===== src/rtl/core/pmes_pkg.sv =====
`timescale 1ns / 1ps
// ----------------------------------------------------------------------------
// pmes_pkg
// Shared types and constants of the pointer motion episode segmenter.
// ----------------------------------------------------------------------------
package pmes_pkg;

  localparam int NUM_DEVICES_DEF = 8;
  localparam int QUEUE_DEPTH     = 2;

  localparam logic [23:0] IDLE_GAP_RESET = 24'd100000;
  localparam logic [19:0] USEC_PER_SEC   = 20'd1000000;
  localparam logic [15:0] SAT16          = 16'hFFFF;
  localparam logic [31:0] SAT32          = 32'hFFFF_FFFF;
  localparam logic [16:0] MAG_MAX        = 17'd46341;
  localparam logic [31:0] SQRT_BIT_INIT  = 32'h4000_0000;

  typedef enum logic [1:0] {
    REQ_MOTION = 2'd0,
    REQ_BUTTON = 2'd1,
    REQ_FLUSH  = 2'd2,
    REQ_OTHER  = 2'd3
  } req_t;

  typedef enum logic [1:0] {
    REASON_IDLE    = 2'd0,
    REASON_BUTTON  = 2'd1,
    REASON_RUN_END = 2'd2
  } reason_t;

  typedef enum logic [3:0] {
    S_IDLE, S_SCAN, S_LOAD, S_CHECK, S_MEAN, S_MEANW, S_EMIT,
    S_OPEN, S_SUM, S_SQRT, S_MUL, S_DOT, S_VEL, S_VELW, S_UPD
  } bstate_t;

  typedef struct packed {
    req_t        kind;
    logic [2:0]  slot;
    logic [47:0] time_us;
    logic        has_values;
    logic [15:0] delta_x;
    logic [15:0] delta_y;
  } cmd_t;

  typedef struct packed {
    logic [47:0] start_time;
    logic [47:0] last_time;
    logic [15:0] prev_dx;
    logic [15:0] prev_dy;
    logic [15:0] move_count;
    logic        complete;
    logic [31:0] path_sum;
    logic [15:0] reversals;
    logic [31:0] peak_velocity;
    logic [47:0] velocity_sum;
    logic [15:0] velocity_count;
  } rec_t;

  typedef struct packed {
    logic [2:0]  episode_slot;
    reason_t     close_cause;
    logic [47:0] start_time;
    logic [47:0] stop_time;
    logic [15:0] move_count;
    logic        values_complete;
    logic [31:0] path_length;
    logic [15:0] reversal_count;
    logic [31:0] peak_velocity;
    logic [31:0] mean_velocity;
    logic        velocity_valid;
    logic        last;
  } out_t;

  typedef struct packed {
    logic        start;
    logic [47:0] dividend;
    logic [47:0] divisor;
  } div_req_t;

  typedef struct packed {
    logic        busy;
    logic        done;
    logic [47:0] quotient;
  } div_rsp_t;

endpackage


===== src/rtl/core/pmes_queue.sv =====
`timescale 1ns / 1ps
// ----------------------------------------------------------------------------
// pmes_queue
// Short command queue between the front and back parts.
// ----------------------------------------------------------------------------
module pmes_queue (
  input  logic             clk,
  input  logic             rst_n,
  input  logic             push,
  input  pmes_pkg::cmd_t   push_cmd,
  output logic             full,
  input  logic             pop,
  output pmes_pkg::cmd_t   pop_cmd,
  output logic             not_empty
);
  localparam int PW = (pmes_pkg::QUEUE_DEPTH > 1) ? $clog2(pmes_pkg::QUEUE_DEPTH) : 1;

  pmes_pkg::cmd_t mem_r [pmes_pkg::QUEUE_DEPTH];
  logic [PW-1:0]  wr_ptr_r;
  logic [PW-1:0]  rd_ptr_r;
  logic [PW:0]    cnt_r;

  assign full      = (cnt_r == (PW+1)'(pmes_pkg::QUEUE_DEPTH));
  assign not_empty = (cnt_r != '0);
  assign pop_cmd   = mem_r[rd_ptr_r];

  always_ff @(posedge clk) begin
    if (!rst_n) begin
      wr_ptr_r <= '0;
      rd_ptr_r <= '0;
      cnt_r    <= '0;
    end else begin
      if (push) begin
        wr_ptr_r <= wr_ptr_r + PW'(1);
      end
      if (pop) begin
        rd_ptr_r <= rd_ptr_r + PW'(1);
      end
      cnt_r <= cnt_r + (PW+1)'(push) - (PW+1)'(pop);
    end
    if (push) begin
      mem_r[wr_ptr_r] <= push_cmd;
    end
  end

`ifndef NO_ASSERTIONS
  a_no_pop_empty: assert property (@(posedge clk) disable iff (!rst_n)
    pop |-> not_empty) else $error("queue popped while empty");
`endif
endmodule


===== config.mk =====
export PLATFORM = sky130hd
export DESIGN_NAME = pmes_queue
export DESIGN_NICKNAME = d
export VERILOG_FILES = /design/src/rtl/core/pmes_pkg.sv /design/src/rtl/core/pmes_queue.sv
export SDC_FILE = /design/constraint.sdc
export NUM_CORES = 1
export LEC_CHECK = 0
export ABC_AREA = 0
export BUFFER_PORTS_ARGS = -buffer_cell sky130_fd_sc_hd__buf_2
export CELL_PAD_IN_SITES_DETAIL_PLACEMENT = 0
export CELL_PAD_IN_SITES_GLOBAL_PLACEMENT = 1
export CORE_MARGIN = 3
export CORE_UTILIZATION = 48
export DETAILED_ROUTE_END_ITERATION = 10
export PLACE_DENSITY_LB_ADDON = 0.25
export SLEW_MARGIN = 40
export SYNTH_ARGS = -nofsm -noshare
export SYNTH_HDL_FRONTEND = slang
export SYNTH_SLANG_ARGS = --single-unit

===== constraint.sdc =====
create_clock -name clk -period 8.37 [get_ports clk]
set_input_delay 1.2555 -clock clk [delete_from_list [all_inputs] [get_ports clk]]
set_output_delay 1.2555 -clock clk [all_outputs]
set_load 0.01 [all_outputs]

* After elaboration in Yosys (flattened, before gate mapping)
Memory sizes are Yosys's and may differ from the RTL's. A register that Yosys moved wholly into a read port is not among the register bits. Cells that the tools add are included. W data, S select, Z words.
Operators by class: muxes and demuxes 4, equality and inequality tests 1, add/sub/neg operators 4, reductions and logical operators 1
Operators with widths (number):
- $mux W1 | 4
- $add A1 B1 Y1 const B | 2
- $add A2 B1 Y2 | 1
- $eq A2 B2 Y1 const B | 1
- $reduce_bool A2 Y1 | 1
- $sub A2 B1 Y2 | 1
Word-level totals: memories kept 1, bits in writable memories 172, register bits after elaboration 4, output and inout bits 88, word-level logic and storage cells 14
Memory list:
- mem_r | depth 2, width 86, read ports 1, clocked after Yosys merged registers in 1, wr ports 1, RTL line pmes_queue.sv:18 | pmes_pkg::cmd_t mem_r [pmes_pkg::QUEUE_DEPTH];

* Longest topological paths before layout
depth after elaboration 3, depth in mapped cells 6

* Least setup slack after synthesis
No wires, ideal clock.
path type input to register, from input port push, to memory mem_r[0][0] in the netlist's numbering (enable), cell stages on the path 1, setup time 0.542 ns, data arrival time 5.041 ns, slack 2.787 ns, cell sequence nor2b_1
On the way: word-level cells in the longest chain between the ends 2
RTL lines:
- start: declaration | RTL line pmes_queue.sv:9 | input logic push,
- $mux W1 | RTL line pmes_queue.sv:41 | if (push) begin
- $mux W1 (not written as such) | RTL line pmes_queue.sv:42 | mem_r[wr_ptr_r] <= push_cmd;
- end: declaration | RTL line pmes_queue.sv:18
No other way between the ends.

==> impl_metrics.yaml <==
power:
  switching_share: 0.208
  comb_power_share: 0.106
  internal-power_mw: 1.57
  ir_worst_vdd_uv: 138
  p_leak_nw: 3.19
  p_per_area_nw_per_um2: 241
  power.total_mw: 1.98
  clockPowerShare: 0.365
  pwr-share-seq: 0.528
  power.switching_mw: 0.411
clock_tree:
  htree_levels: 4
  clk-insertion-delay-late_ps: 420
  path_clk_slew_ps: 60
  cts_buffers: 17
  cts_hold_buffers: 0
  clkSinkCount: 177
  cts_setup_buffers: 0
  cts_buffer_depth: 2
  root_buffer: "clkbuf_16"
  post_cts_resized: 0
  cts_tree: "yes"
job:
  cap_viol_max_count: 0
floorplan:
  dieArea_um2: 15300
  die-width_um: 124
  rows: 42
  start_util: 0.495
  io_pins: 178
  core-area_um2: 13400
  fp.dieH_um: 124
critical_path:
  crit_family: "buffers and inverters"
  critical_path_cell_count: 3
  crit_chain: "buf_4 > mux2_2 > buf_2"
  slowest_delay_ps: 750
  r2r_slack_ps: 6340
  r2r_end: "mem_r[0][15]"
  crit_slowest_cell: "dfxtp_4"
  start_kind: "register"
  rr_worst_depth: 3
  path_max_fanout: 44
  setup.worst_path.end: "pop_cmd[18]"
  required_ps: 7110
  crit_arrival_ps: 2480
  r2r_start: "wr_ptr_r"
  path_class: "register to primary output"
  critPathCaptureType: "primary output"
  critPathBufInv: 2
status:
  outcome: "finished, final reports clean"
global_routing:
  grt_pass1_vias: 3297
  grt.overflow.total: 0
  grt_pass1_wl_um: 16600
  grtUsageTotal: 0.148
  grt_max_degree: 55
  antenna_found_initial: 1
logic_synthesis:
  syn_area_um2: 6640
  ys_top_cells_by_area: "edfxtp_1 (78%), mux2_4 (9.0%), mux2_2 (7.8%), dfxtp_1 (1.5%), buf_12 (1.2%)"
  ys_types: 16
  synthCells: 289
  synth_top_area_cell: "edfxtp_1"
  ys_seq_area_frac: 0.793
  ys_warn_count: 0
  syn-num-nets: 381
  synth_top_area_frac: 0.778
  synth.avg_cell_area_um2: 23.0
  ys_ff_latch: 177
detailed_routing:
  drt_iter0_markers: 185
  drtAntennaViolNets: 0
  dr.pass1.iters: 4
  post_drt_wl_per_cell_um: 16.7
  num_vias: 3234
  drc: 0
  vias_per_cell: 4.86
  totalWireLength_um: 11100
sta:
  finalCritPeriodShare: 0.446
  relSlewSlack: 0.498
  rsz0062_at_grt: "false"
  fin_setup_tns_ps: 0
  period_minus_slack_ps: 3740
  fmax_mhz: 268
  skew_ps: 7.79
  setup-violations-final: 0
  holdWs_ps: 564
  worstMarginPinSlew_ps: 753
  drv_slew: 0
  hold_viol_final: 0
finish:
  layout-drive-gt1-share: 0.600
  syn_to_final_growth_pct: 23.7
  mostFrequentLayoutCell: "buf_2"
  fillers: 1006
  multi_input_area_um2: 1250
  seqCellArea_um2: 5270
  final_cell_mix: "buf_2 (177), edfxtp_1 (172), mux2_2 (46)"
  fin_nets: 571
  diodes: 0
placed_design:
  dp_hpwl_um: 7440
  portBuffers: 177
  place_congestion: 0.707
worst_hold_path:
  hold_class: "register to register"
## Yosys cell counts
| cell | instances |
|---|---|
| or2_2 | 1 |
| xor2_1 | 1 |
| mux2_2 | 46 |
| edfxtp_1 | 172 |
| buf_6 | 1 |
| buf_2 | 4 |
| and2_1 | 4 |
| ha_1 | 2 |
| nor2b_1 | 4 |
| o21a_1 | 1 |
| buf_8 | 1 |
| inv_1 | 2 |
| buf_12 | 4 |
| mux2_4 | 40 |
| dfxtp_1 | 5 |
| xnor3_1 | 1 |
## logic make-up (layout without fill, tap and decap cells)
logic type / Yosys count / after routing / share of synthesized area
AO/OA/AOI/OAI: 1 / 1 / 0.00113
XOR/XNOR: 2 / 2 / 0.00471
adder cells (fa/ha/maj): 2 / 2 / 0.00377
buffers and inverters: 12 / 213 / 0.0202
flip-flops: 177 / 177 / 0.793
multiplexers: 86 / 86 / 0.169
AND/OR/NAND/NOR: 9 / 9 / 0.00848
## state kept, by name (all words and copies together) (netlist names), named ones only
register  flops
wr_ptr_r      1
rd_ptr_r      1
cnt_r         2
mem_r       172
## power groups by stage
stage	Sequential, mW	Clock, mW	Combinational, mW
final	1.04	0.722	0.210
after global routing	1.05	0.778	0.229
after CTS	1.05	0.736	0.214
after detailed placement	1.06	0	0.214
after global placement	1.06	0	0.208
after floorplan	1.06	0	0.141
## worst min-delay path by stage
stage	start	to	slack [ps]	cells after the start
detailed placement	rd_ptr_r	register	560	2
global route	rd_ptr_r	register	590	2
CTS	rd_ptr_r	register	570	2
global placement	rd_ptr_r	register	560	2
finish	rd_ptr_r	register	560	2
floorplan	rd_ptr_r	register	550	2
## metal layers
layer,routed length (µm),vias up,share of wire,global-route usage
met5,13,-,0.0012,0
met4,195,2,0.018,0.0706
met3,994,19,0.090,0.0613
met2,5190,134,0.47,0.225
met1,4710,1560,0.42,0.183
li1,-,1519,-,-
## final cells by class
class / count / share of cell area
Timing Repair Buffer: 181 / 0.114
Clock buffer: 20 / 0.0532
Tap cell: 176 / 0.0268
Inverter: 2 / 0.000914
Multi-Input combinational cell: 100 / 0.152
Clock inverter: 10 / 0.0116
Sequential cell: 177 / 0.642
## tightest hold or removal path: stages (launching register included)
cell and delay (ps):
dfxtp_1 320, xor2_1 70, and2_1 140
## stage by stage
stage	instance area, µm²	instances	worst slack [ps]	utilization
final	8210	666	4630	0.613
after global routing	8210	666	4490	0.613
after CTS	8210	666	4560	0.613
after detailed placement	7680	636	5020	0.573
after global placement	7650	635	5020	0.571
after floorplan	6640	289	2790	-
(Power assumes the default switching activity.)
